--- config.mk ---
export PLATFORM = sky130hd
export DESIGN_NAME = fys_ram
export DESIGN_NICKNAME = d
export VERILOG_FILES = /design/src/design/fys_ram.sv
export SDC_FILE = /design/constraint.sdc
export NUM_CORES = 1
export LEC_CHECK = 0
export BUFFER_PORTS_ARGS = -buffer_cell sky130_fd_sc_hd__clkbuf_2
export CAP_MARGIN = 10
export CORE_MARGIN = 8
export CORE_UTILIZATION = 35
export CTS_BUF_LIST = sky130_fd_sc_hd__clkbuf_2
export DETAILED_ROUTE_END_ITERATION = 8
export SYNTH_ARGS = -nofsm -noshare
export SYNTH_HDL_FRONTEND = slang
export SYNTH_SLANG_ARGS = --single-unit
--- constraint.sdc ---
create_clock -name clk -period 5.3 [get_ports clk]
set_clock_uncertainty 0.05 [all_clocks]
set_input_delay 1.06 -clock clk [delete_from_list [all_inputs] [get_ports clk]]
set_output_delay 1.06 -clock clk [all_outputs]
set_load 0.005 [all_outputs]
--- src/design/fys_ram.sv ---
// Generic single-write, single-read synchronous RAM with registered read data.
module fys_ram #(
    parameter int DATA_W = 8,
    parameter int ADDR_W = 4
) (
    input  logic              clk,
    input  logic              we,
    input  logic [ADDR_W-1:0] waddr,
    input  logic [DATA_W-1:0] wdata,
    input  logic              re,
    input  logic [ADDR_W-1:0] raddr,
    output logic [DATA_W-1:0] rdata
);

    logic [DATA_W-1:0] mem [0:(1<<ADDR_W)-1];

    always_ff @(posedge clk)
    begin
        if (we)
        begin
            mem[waddr] <= wdata;
        end
    end

    always_ff @(posedge clk)
    begin
        if (re)
        begin
            rdata <= mem[raddr];
        end
    end

endmodule

==> reports/metrics.csv <==
metric,value,unit
grt_setup_unrepaired,false,
grt_pass1_vias,2515,
worstMarginPinSlew,0.9985,ns
critical_path_arrival,2.98,ns
p_leak,1.869,nW
layout_common_cells,"edfxtp_1 (136), clkbuf_2 (45), mux4_2 (18)",
die_y,138.2,um
critPathLaunchType,input port,
period_needed,2.617,ns
relSlewSlack,0.3343,
layout_commonest_cell,edfxtp_1,
drtIter0Drc,229,
hold_viol_final,0,
routabilityCongestion,0.7154,
cts-resized-gates,0,
syn_area,5228,um2
antenna_found_initial,0,
synth_warnings,0,
clock_latency,0.67,ns
ys_dominant_reg_cell,edfxtp_1,
h-tree-depth,4,
syn_inst,229,
grt_start_max_net_pins,33,
drive_gt1_frac,0.2724,
clock-sinks,136,
maxSlewViolCount,0,
hold_path_class,reg -> reg,
crit_required,5.67,ns
power_density,333.8,nW/um2
hold_buffers,0,
synth-async-reset-ratio,0,
io_pins,27,
numCtsBuffers,17,
antenna_cells,0,
drtAntennaViolNets,0,
synth.top_cell.area_share,0.7812,
die_area,19100,um2
synth-seq-area-share,0.7812,
synthDistinctLibCells,18,
synth_area_per_cell,22.83,um2
post-route-period-util,0.4937,
worst-setup-path-type,in -> reg,
grt_use_total,0.1077,
ir_drop,0.3197,mV
max_freq,382.2,MHz
synth_fp_nets,248,
synthTopCellsByArea,"edfxtp_1 (78%), mux4_2 (7.8%), mux4_1 (7.0%)",
io_buffers,26,
grt_pass1_wl,15.37,mm
synth_enable_flop_cells,136,
first_pass_iters,5,
start_util,0.3583,
cts_tree,yes,
status,completed,
core,14590,um2
rows,44,
finalSetupTns,0,ns
clkTransAtPathRegs,0.19,ns
synth_top_area_cell,edfxtp_1,
setup_viol,0,
power,1.924,mW
route.detailed.drc,0,
cts_root_buffer,clkbuf_2,
maxCapViolCount,0,
cp_max_fo,27,
end_kind,flip-flop,
dp_hpwl,6.327,mm
via_per_inst,5.151,
cts_max_path_buffers,2,
nets,286,
area_growth,10.24,%
post_cts_buffers,0,
synth.ff_latch_count,136,
route.vias.total,2385,
die_width,138.2,um
grt_overflow_total,0,
drt-total-wl,9.914,mm
post_drt_wl_per_cell,21.41,um
-- sequential cells by signal, indices dropped and copies added, names as in the netlist --
name and flops:
mem 128, rdata 8
-- layer usage --
layer | GRT usage | routed length (um)
met5 | 0 | 0
met4 | 0.03776 | 100
met3 | 0.03801 | 724
met2 | 0.1618 | 4552
met1 | 0.1412 | 4537
-- report_power, final --
| group | total, mW | leakage (nW) | switching, mW | internal [mW] |
|---|---|---|---|---|
| registers | 1.22 | 1.24 | 0.00539 | 1.21 |
| clock network | 0.603 | 0.137 | 0.348 | 0.255 |
| logic | 0.105 | 0.496 | 0.0625 | 0.0424 |
| total | 1.92 | 1.87 | 0.416 | 1.51 |
-- cell usage after synthesis, types with 2 or more instances --
| master | number |
|---|---|
| nand2b_1 | 2 |
| nor2_1 | 13 |
| mux4_2 | 18 |
| nand3b_1 | 2 |
| clkdlybuf4s25_2 | 3 |
| mux4_1 | 14 |
| a22oi_1 | 16 |
| buf_6 | 3 |
| edfxtp_1 | 136 |
| nor3_1 | 4 |
| buf_2 | 3 |
| nand2_1 | 9 |
-- worst paths after layout --
check             startpoint  endpoint  slack [ns]  cells past startpoint
setup / recovery    raddr[0]  rdata[4]        2.68                      5
hold / removal    mem[14][3]  rdata[3]        0.70                      3
setup reg to reg   mem[2][3]  rdata[3]        3.67                      3
hold reg to reg   mem[14][3]  rdata[3]        0.70                      3
-- kinds of logic (layout without fill, tap and decap cells) --
family          Yosys count  in the layout  share of synthesized area
mux                      32             32                     0.1479
buf+inv                  10             60                    0.01651
compound gates           16             16                    0.02298
simple gates             35             35                    0.03136
flops                   136            136                     0.7812
-- per-stage QoR --
stage          worst slack (ns)  utilization  cells  cell area, um2  hold WS (ns)
4_1_cts                   2.728       0.3950    463            5763        0.6262
5_1_grt                   2.630       0.3950    463            5763        0.6184
3_3_place_gp              1.956       0.3793    432            5534        0.6749
3_5_place_dp              1.949       0.3793    432            5534        0.6885
2_1_floorplan             2.697            -    229            5228        0.6548
6_report                  2.683       0.3950    463            5763        0.6959
-- final cells by class --
| class | count | area [um2] |
|---|---|---|
| clock buffer | 19 | 95.09 |
| clock inverter | 12 | 133.9 |
| fill | 1306 | 8826 |
| multi-input combinational | 83 | 1067 |
| sequential | 136 | 4084 |
| tap | 184 | 230.2 |
| timing repair buffer | 29 | 152.6 |
-- worst max-delay path: stages --
cell and delay (ns):
clkbuf_2 0.74, buf_4 0.33, mux4_1 0.56, a22oi_1 0.19, nand2_1 0.09
Note: power is estimated with default switching activity, not from simulation.
