===== src/design/fys_pkg.sv =====
// Shared constants, types and helper functions of the Fisher-Yates shuffle engine.
package fys_pkg;

    localparam int MAX_SIZE_LOG = 10;
    localparam int IDX_W        = MAX_SIZE_LOG;
    localparam int DEPTH        = 1 << MAX_SIZE_LOG;
    localparam int MEM_W        = IDX_W + 1;
    localparam int LOG_W        = 4;
    localparam int WORD_W       = 32;
    localparam int DIV_CNT_W    = $clog2(WORD_W);

    localparam logic [LOG_W-1:0] SIZE_LOG2_RESET = LOG_W'(10);

    typedef enum logic [3:0] {
        S_CLEAR,
        S_IDLE,
        S_DIV,
        S_RD_I,
        S_RD_J,
        S_WR_J,
        S_WR_I,
        S_RD_L,
        S_WR_L,
        S_ONE
    } fys_state_t;

    // Sizes above the supported maximum are clamped.
    function automatic logic [LOG_W-1:0] fys_sat_log(input logic [LOG_W-1:0] lg);
        if (32'(lg) > MAX_SIZE_LOG)
            return LOG_W'(MAX_SIZE_LOG);
        return lg;
    endfunction

    // A stored word is live when its tag bit is set; otherwise the entry
    // still holds the identity, its own index.
    function automatic logic [IDX_W-1:0] fys_live(input logic [MEM_W-1:0] word,
                                                 input logic [IDX_W-1:0] addr);
        if (word[IDX_W])
            return word[IDX_W-1:0];
        return addr;
    endfunction

endpackage


===== src/design/fys_divider.sv =====
// Bit-serial restoring divider that returns the remainder of a 32-bit word.
module fys_divider
    import fys_pkg::*;
(
    input  logic              clk,
    input  logic              rst_n,
    input  logic              start,
    input  logic [WORD_W-1:0] dividend,
    input  logic [IDX_W:0]    divisor,
    output logic              done,
    output logic [IDX_W-1:0]  remainder
);

    logic                 busy_reg;
    logic                 done_reg;
    logic [DIV_CNT_W-1:0] cnt_reg;
    logic [WORD_W-1:0]    dvd_reg;
    logic [IDX_W:0]       rem_reg;
    logic [IDX_W:0]       dsr_reg;
    logic [IDX_W+1:0]     trial;
    logic [IDX_W+1:0]     diff;

    assign trial = {rem_reg, dvd_reg[WORD_W-1]};
    assign diff  = trial - {1'b0, dsr_reg};

    always_ff @(posedge clk or negedge rst_n)
    begin
        if (!rst_n)
        begin
            busy_reg <= 1'b0;
            done_reg <= 1'b0;
            cnt_reg  <= '0;
        end
        else
        begin
            done_reg <= 1'b0;
            if (start)
            begin
                busy_reg <= 1'b1;
                cnt_reg  <= '0;
            end
            else if (busy_reg)
            begin
                cnt_reg <= cnt_reg + DIV_CNT_W'(1);
                if (cnt_reg == DIV_CNT_W'(WORD_W - 1))
                begin
                    busy_reg <= 1'b0;
                    done_reg <= 1'b1;
                end
            end
        end
    end

    // The partial remainder stays below the divisor, so the shifted trial
    // value never needs more than one extra bit.
    always_ff @(posedge clk)
    begin
        if (start)
        begin
            dvd_reg <= dividend;
            dsr_reg <= divisor;
            rem_reg <= '0;
        end
        else if (busy_reg)
        begin
            dvd_reg <= {dvd_reg[WORD_W-2:0], 1'b0};
            if (trial >= {1'b0, dsr_reg})
                rem_reg <= diff[IDX_W:0];
            else
                rem_reg <= trial[IDX_W:0];
        end
    end

    assign done      = done_reg;
    assign remainder = rem_reg[IDX_W-1:0];

endmodule


===== config.mk =====
export PLATFORM = sky130hd
export DESIGN_NAME = fys_divider
export DESIGN_NICKNAME = d
export VERILOG_FILES = /design/src/design/fys_pkg.sv /design/src/design/fys_divider.sv
export SDC_FILE = /design/constraint.sdc
export NUM_CORES = 1
export LEC_CHECK = 0
export BUFFER_PORTS_ARGS = -buffer_cell sky130_fd_sc_hd__buf_2
export CAP_MARGIN = 20
export CORE_UTILIZATION = 56
export CTS_BUF_LIST = sky130_fd_sc_hd__clkbuf_4 sky130_fd_sc_hd__clkbuf_8 sky130_fd_sc_hd__clkbuf_16
export DETAILED_ROUTE_END_ITERATION = 16
export PLACE_DENSITY = 0.8
export SYNTH_ARGS = -nofsm -noshare
export SYNTH_HDL_FRONTEND = slang
export SYNTH_SLANG_ARGS = --single-unit

===== constraint.sdc =====
create_clock -name clk -period 2.97 [get_ports clk]
set_input_delay 0.297 -clock clk [delete_from_list [all_inputs] [get_ports clk]]
set_output_delay 0.297 -clock clk [all_outputs]
set_load 0.05 [all_outputs]

==> results of run 1 <==
## cells in the final DEF, fill, tap and decap left out, drive strengths merged, types with 7 or more instances in the layout
master / count
edfxtp: 43
a21oi: 8
mux2i: 8
nand2: 12
o21ai: 11
nor2: 27
dfrtp: 7
mux2: 32
buf: 60
inv: 16
clkbuf: 9
ha: 13
dfxtp: 11
## per-layer routing
metal | up-vias | track usage
li1 | 1056 | -
met3 | 11 | 0.06190
met1 | 1017 | 0.2441
met5 | - | 0
met4 | 0 | 0.09245
met2 | 54 | 0.3295
## final cells by class
class,instances,area [sq um],share of cell area
flip-flops and latches,61,1687,0.4618
inverters,16,60.06,0.01644
clock inverters,7,90.09,0.02467
repair buffers,61,320.3,0.08770
well taps,70,87.58,0.02398
multi-input cells,166,1284,0.3515
clock buffers,9,123.9,0.03392
## power breakdown
group          leakage, uW  internal, uW  switching, uW
registers         0.000629          1030           77.3
logic             0.000891           394            572
clock network     0.000105           467            334
## per-stage QoR
step                      utilization  setup slack (ns)  cell area (sq um)
after floorplan                     -            0.6617               3158
after global placement         0.6505            0.5796               3428
after detailed placement       0.6505            0.5140               3428
after CTS                      0.6930            0.5011               3652
after global routing           0.6930            0.3573               3652
final                          0.6930            0.5039               3652
## logic make-up (layout without fill, tap and decap cells)
family          count (synthesis)  after routing  synth area share
compound gates                 43             43           0.09271
xor+xnor                        6              6           0.01664
fa+ha+maj                      14             14           0.05785
buf+inv                        36             93           0.05943
flops                          61             61            0.5341
mux                            40             40            0.1395
simple gates                   63             63           0.09984
## synth_stat cells, types with 6 or more instances
master,number
edfxtp_1,43
mux2_2,32
nor2_1,27
inv_1,16
ha_1,13
nand2_1,12
dfxtp_1,11
o21ai_0,11
buf_4,10
a21oi_1,8
mux2i_1,8
dfrtp_1,7
clkbuf_1,6
## path summary, 6_finish.rpt
kind / to / slack, ns / start
worst max-delay path: rem_reg[6] / 0.50 / dvd_reg[31]
worst min-delay path: dsr_reg[7] / 0.13 / divisor[7]
worst max register to register: rem_reg[6] / 0.50 / dvd_reg[31]
worst min register to register: rem_reg[2] / 0.50 / rem_reg[2]
max in group asynchronous: busy_reg / 2.48 / rst_n
min in group asynchronous: cnt_reg[3] / 0.34 / rst_n
## timing repair
action / in CTS / in global routing
buffers inserted: 0 / 0
endpoints found under the hold margin: 7 / 0
hold buffers: 1 / 0
## worst reg2reg max path, cell delays in order, from the launching register on
cell	delay [ns]
edfxtp_1	0.32
inv_1	0.05
ha_1	0.22
fa_1	0.40
nand2b_1	0.18
a21oi_1	0.20
o2111a_1	0.29
nor2_1	0.11
or3b_1	0.38
a311oi_1	0.24
==> results.yml, run 1 <==
final_layout:
  largest_reg_flops: 32
  drive_gt1_frac: 0.3469
  fin_cells: 390
  fillers: 405
  diodes: 0
  nets: 375
  area_growth_syn_to_layout_pct: 15.65
route:
  drt_wl_total_mm: 5.680
  drtIter0Drc: 97
  wl_met2_mm: 2.720
  met1_length_mm: 2.550
  firstDrtPassIters: 4
  vias_per_cell: 5.482
  drc_errors: 0
  dr_wl_met3_um: 273
  avgRoutedWirePerCell_um: 14.56
  ant_nets: 0
  via_count: 2138
  routed.top_layer: "met4"
global_route:
  grt_pass1_vias: 2011
  grt_first_pass_wirelength_mm: 9.135
  track_usage: 0.2017
  antenna_found_initial: 0
  grt.overflow.total: 0
  grt_max_degree: 33
setup_path:
  cp.depth: 9
  cp_num_buf_inv: 1
  crit_fanout: 4
  required_ns: 3.22
  cp_cell_sequence: "inv_1 > ha_1 > fa_1 > nand2b_1 > a21oi_1 > o2111a_1 > nor2_1 > or3b_1 > a311oi_1"
  arrival_ns: 2.72
  cpMaxStageDelayCell: "fa_1"
  worst-r2r-cell-count: 9
  cp-end-kind: "flip-flop"
  critPathKind: "flip-flop to flip-flop"
  crit_family: "compound AO/OA/AOI/OAI gates"
  critical-path-max-stage-delay_ns: 0.40
  startpoint_type: "flip-flop"
placed_design:
  numPortBuffers: 56
  dp_hpwl_mm: 4.061
  dp_cells: 373
  place.gp.congestion: 0.8451
clock_tree:
  post_cts_resized: 0
  numCtsBuffers: 9
  clock_latency_ns: 0.33
  cts.htree.levels: 3
  cts-root-buf: "clkbuf_8"
  clk_pin_slew_worst_paths_ns: 0.07
  clkSinkCount: 61
  cts_tree: "yes"
  clockBufferDepth: 2
logic_synthesis:
  synth_edf_count: 43
  synth_top_cell_area_share: 0.4089
  synth_top_area_cell: "edfxtp_1"
  synthFlopType: "edfxtp_1"
  synth_seq_cells: 61
  ys_types: 50
  syn_avg_cell_area_sq_um: 12.01
  ys_warn_count: 0
  synth_fp_nets: 323
  ys_async_sr_fraction: 0.1148
  netlist_area_sq_um: 3158
  netlist_top_cells_area: "edfxtp_1 (41%), mux2_2 (11%), dfxtp_1 (7.0%)"
  seq_area_frac_synth: 0.5341
  synth_cells: 263
timing:
  fin_crit_sh: 0.8303
  rsz0062_at_grt: "false"
  clock_skew_ns: 0.005497
  slew_violations: 0
  finalSetupViolCount: 0
  hold_viol: 0
  fmax_mhz: 405.5
  finalSetupTns_ns: 0
  fin_crit_ns: 2.466
  slew_headroom: 0.6095
  whs_ns: 0.1324
  tightest_slew_ns: 0.5836
die:
  coreArea_sq_um: 5270
  rows: 26
  die_x_um: 77.10
  die_y_um: 77.10
  die_area_sq_um: 5944
  initial_utilization: 0.5992
  io_pins: 57
flow_run:
  cap_violations: 0
run_status:
  outcome: "finished, final reports clean"
power_and_ir_drop:
  p_leak_uw: 0.001625
  ir_drop_uv: 517.2
  powerDensity_nw_per_um2: 788.5
  power_uw: 2880
hold_path:
  holdPathStages: 1
  hp-class: "primary input to flip-flop"
(Power assumes the default switching activity.)
==> run 2, diff against run 1 <==
- ABC_AREA: unset -> 1
- CORE_UTILIZATION: 56 -> 51
- PLACE_DENSITY: 0.8 -> 0.76
- clock period: 2.97 -> 2.15 ns (I/O delays scaled with it)
==> results.yml, run 2 <==
hold_path:
  hp-class: "primary input to flip-flop"
placed_design:
  numPortBuffers: 56
  dpl_cell_area_sq_um: 3655
  place.gp.congestion: 0.9236
  dp_hpwl_mm: 4.998
timing:
  fin_crit_sh: 0.9132
  finalSetupViolCount: 0
  slew_headroom: 0.4063
  slew_violations: 0
  tightest_slew_ns: 0.8896
  rsz0062_at_grt: "false"
  hold_viol: 0
  fin_crit_ns: 1.963
  fmax_mhz: 509.3
  whs_ns: 0.05589
  finalSetupTns_ns: 0
  clock_skew_ns: 0.007860
logic_synthesis:
  synth_common_cells: "nand2_1 (166), inv_1 (59), edfxtp_1 (43), nand3_1 (20), nand4_1 (14)"
  synth_top_area_cell: "edfxtp_1"
  synth_edf_count: 43
  ys_async_sr_fraction: 0.1148
  ys_warn_count: 0
  syn_avg_cell_area_sq_um: 8.201
  synth_top_cell_area_share: 0.3831
  seq_area_frac_synth: 0.5004
  synthFlopType: "edfxtp_1"
  synth_fp_nets: 471
  yosysMostFrequentCell: "nand2_1"
  synth_cells: 411
  netlist_top_cells_area: "edfxtp_1 (38%), nand2_1 (18%), inv_1 (6.6%)"
  synth_seq_cells: 61
  ys_types: 28
  netlist_area_sq_um: 3371
clock_tree:
  clock_latency_ns: 0.33
  clk_pin_slew_worst_paths_ns: 0.07
  cts_tree: "yes"
  numCtsBuffers: 9
  cts.htree.levels: 3
  clockBufferDepth: 2
  cts-root-buf: "clkbuf_8"
  clkSinkCount: 61
  post_cts_buffers: 0
final_layout:
  fin_area_sq_um: 3881
  area_growth_syn_to_layout_pct: 15.14
  largest_reg_flops: 32
  final_common_cell: "nand2_1"
  nets: 522
  diodes: 0
  layout_common_cells: "nand2_1 (166), inv_1 (59), buf_2 (56)"
  drive_gt1_frac: 0.2099
  fillers: 544
setup_path:
  startpoint_type: "flip-flop"
  cp-end-kind: "flip-flop"
  required_ns: 2.41
  crit_fanout: 11
  critPathKind: "flip-flop to flip-flop"
  arrival_ns: 2.22
die:
  io_pins: 57
  rows: 29
  die_x_um: 83.30
  die_area_sq_um: 6938
  die_y_um: 83.30
  coreArea_sq_um: 6350
  initial_utilization: 0.5308
route:
  drc_errors: 0
  ant_nets: 0
  vias_per_cell: 4.993
  firstDrtPassIters: 4
  drtIter0Drc: 239
  drt_wl_total_mm: 6.892
  avgRoutedWirePerCell_um: 12.67
  via_count: 2716
global_route:
  grt_max_degree: 34
  grt_first_pass_wirelength_mm: 11.45
  grt_pass1_vias: 2621
  track_usage: 0.2085
  antenna_found_initial: 0
  grt.overflow.total: 0
power_and_ir_drop:
  powerDensity_nw_per_um2: 1160
  ir_drop_uv: 623.9
  p_leak_uw: 0.002043
flow_run:
  cap_violations: 0
run_status:
  outcome: "finished, final reports clean"
## run 2: kinds of logic after synthesis
kind of cell,Yosys count,share of synthesized area
compound gates,14,0.02301
buf+inv,84,0.1125
xor+xnor,3,0.007797
simple gates,235,0.3022
fa+ha+maj,14,0.05420
flops,61,0.5004
## run 2: per-stage QoR
stage | cells | utilization | worst slack (ns) | total power [uW]
6_report | 544 | 0.6112 | 0.1866 | 4501
5_1_grt | 544 | 0.6112 | 0.03212 | 4781
4_1_cts | 544 | 0.6097 | 0.04870 | 4499
3_5_place_dp | 527 | 0.5756 | 0.06640 | 3448
3_3_place_gp | 527 | 0.5756 | 0.1968 | 3399
2_1_floorplan | 411 | - | 0.3041 | 3174
## run 2: report_power, final
group	leakage [uW]	internal, uW	switching (uW)
Combinational	0.00130	637	1270
Clock	0.000106	608	431
Sequential	0.000642	1440	112
## run 2: cell type report
type,count,area (sq um),area share
inverter,61,229.0,0.05899
timing repair buffer,63,347.8,0.08962
clock buffer,12,158.9,0.04094
clock inverter,4,47.55,0.01225
tap,77,96.34,0.02482
sequential,61,1687,0.4346
multi-input combinational,266,1315,0.3388
## run 2: worst max-delay path, cell delays in order (launching register included)
cell,delay [ns]
edfxtp_1,0.33
inv_1,0.06
ha_1,0.24
fa_2,0.37
inv_1,0.11
nand2_2,0.06
nand2_2,0.07
nand2_2,0.06
nand2_1,0.08
nand2_2,0.07
buf_4,0.19
nand4_1,0.09
nand3_1,0.08
o21ai_1,0.08
## run 2: what timing repair did
action                                  4_1_cts  5_1_grt
hold endpoints to repair                      7        0
gates resized for setup                       0        2
hold buffers                                  1        0
endpoints found under the setup margin        0       11
## run 2: final timing paths
check                             from          end  slack [ns]  cells past startpoint
min in group asynchronous        rst_n   cnt_reg[3]        0.25                      2
max reg2reg                dvd_reg[31]   rem_reg[3]        0.19                     13
max                        dvd_reg[31]   rem_reg[3]        0.19                     13
min reg2reg                rem_reg[10]  rem_reg[10]        0.48                      2
max in group asynchronous        rst_n   cnt_reg[4]        1.74                      2
min                         divisor[3]   dsr_reg[3]        0.06                      1
## run 2: per-layer routing
layer  global-route usage  part of all wire
met1               0.2557              0.44
met2               0.3465              0.49
met3              0.05765             0.055
met4              0.08621             0.013
met5                    0                 0
==> run 3, diff against run 2 <==
- CORE_ASPECT_RATIO: unset -> 1.5
==> results.yml, run 3 (synthesized netlist as in run 2, its figures left out) <==
timing:
  fin_crit_ns: 1.927
  slew_headroom: 0.3659
  finalSetupViolCount: 0
  clock_skew_ns: 0.01111
  tightest_slew_ns: 0.9501
  fin_crit_sh: 0.8962
  finalSetupTns_ns: 0
  fmax_mhz: 519.0
  slew_violations: 0
  rsz0062_at_grt: "false"
  setup_ws_ns: 0.2232
  hold_viol: 0
global_route:
  grt_max_degree: 48
  grt_first_pass_wirelength_mm: 11.74
  track_usage: 0.2320
  antenna_found_initial: 0
  grt.overflow.total: 0
  grt_pass1_vias: 2828
clock_tree:
  post_cts_buffers: 0
  cts-root-buf: "clkbuf_8"
  numCtsBuffers: 9
  cts.htree.levels: 3
  clockBufferDepth: 2
  clock_latency_ns: 0.34
  clk_pin_slew_worst_paths_ns: 0.07
  clkSinkCount: 61
  cts_tree: "yes"
hold_path:
  min_from: "divisor[4]"
  holdPathStages: 1
  hp-class: "primary input to flip-flop"
  min_to: "dsr_reg[4]"
placed_design:
  pre_cts_ws_ns: 0.1252
  numPortBuffers: 56
  place.gp.congestion: 0.8524
  dp_hpwl_mm: 5.066
die:
  die_area_sq_um: 6945
  die_y_um: 101.6
  io_pins: 57
  die_x_um: 68.38
  rows: 35
  coreArea_sq_um: 6262
  initial_utilization: 0.5383
final_layout:
  area_growth_syn_to_layout_pct: 15.33
  fin_util: 0.6208
  largest_reg_flops: 32
  diodes: 0
  fillers: 569
  nets: 523
  layout_common_cells: "nand2_1 (166), inv_1 (58), buf_2 (56)"
  final_common_cell: "nand2_1"
  drive_gt1_frac: 0.2137
route:
  drtIter0Drc: 86
  vias_per_cell: 5.030
  via_count: 2726
  avgRoutedWirePerCell_um: 12.71
  drt_wl_total_mm: 6.891
  firstDrtPassIters: 5
  ant_nets: 0
  drc_errors: 0
power_and_ir_drop:
  p_leak_uw: 0.002050
  powerDensity_nw_per_um2: 1183
  ir_drop_uv: 524.5
setup_path:
  critical-path-max-stage-delay_ns: 0.38
  cp-end-kind: "flip-flop"
  cp_cell_sequence: "inv_1 > ha_1 > fa_2 > inv_2 > nand2_2 > nand2_2 > nand2_2 > nand2_1 > nand2_2 > buf_4 > nand4_1 > nand3_1 > o21ai_1"
  crit_family: "adder cells"
  r2r_start: "dvd_reg[31]"
  startpoint_type: "flip-flop"
  r2r_slack_ns: 0.22
  required_ns: 2.42
  cp_num_buf_inv: 3
  crit_fanout: 11
  arrival_ns: 2.19
  worst-r2r-cell-count: 13
  cpMaxStageDelayCell: "fa_2"
  r2r_end: "rem_reg[0]"
  cp.depth: 13
  critPathKind: "flip-flop to flip-flop"
  cpMostUsedCell: "nand2_2"
run_status:
  outcome: "finished, final reports clean"
flow_run:
  cap_violations: 0
-- run 3: changes by cell type in the layout (fill, tap and decap cells not counted), sizes merged --
cell,previous run,this run
bufinv,1,2
nand3,27,28
clkinv,2,1
-- run 3: worst max-delay path by stage --
| stage | endpoint | startpoint | slack, ns |
|---|---|---|---|
| 2_1_floorplan | rem_reg[1] | dvd_reg[31] | 0.30 |
| 3_5_place_dp | rem_reg[0] | dvd_reg[31] | 0.13 |
| 4_1_cts | rem_reg[4] | dvd_reg[31] | 0.10 |
| 5_1_grt | rem_reg[10] | dvd_reg[31] | 0.05 |
| 3_3_place_gp | rem_reg[1] | dvd_reg[31] | 0.23 |
| 6_report | rem_reg[0] | dvd_reg[31] | 0.22 |
-- run 3: stage by stage --
stage | instance area [sq um] | total power [uW] | hold WS (ns) | std cells
floorplan | 3371 | 3174 | -0.08059 | 411
global placement | 3638 | 3391 | 0.05406 | 524
detailed placement | 3638 | 3446 | 0.05455 | 524
CTS | 3867 | 4578 | 0.03600 | 541
global route | 3887 | 4929 | 0.02482 | 542
finish | 3887 | 4597 | 0.05040 | 542
-- run 3: area by class of cell --
class / instances / area (sq um) / share of cell area
multi-input cells: 267 / 1325 / 0.3408
clock buffers: 12 / 146.4 / 0.03766
flip-flops and latches: 61 / 1687 / 0.4339
inverters: 61 / 229.0 / 0.05890
well taps: 74 / 92.59 / 0.02382
repair buffers: 63 / 335.3 / 0.08626
clock inverters: 4 / 72.57 / 0.01867
-- run 3: where the power goes --
group	switching (uW)	internal, uW
clock	431	690
combinational	1280	645
sequential	117	1440
total	1820	2770
-- run 3: per-layer routing --
metal  vias to the layer above  share of wire  track usage
met5                         -              0            0
met4                         0          0.028       0.1106
met3                        17          0.044      0.06644
met2                        81           0.53       0.4140
met1                      1231           0.40       0.2401
li1                       1397              -            -
-- run 3: repair_timing --
action | in CTS | in global routing
gates resized for setup | 0 | 3
hold buffers | 1 | 0
endpoints found under the setup margin | 0 | 11
endpoints found under the hold margin | 7 | 0
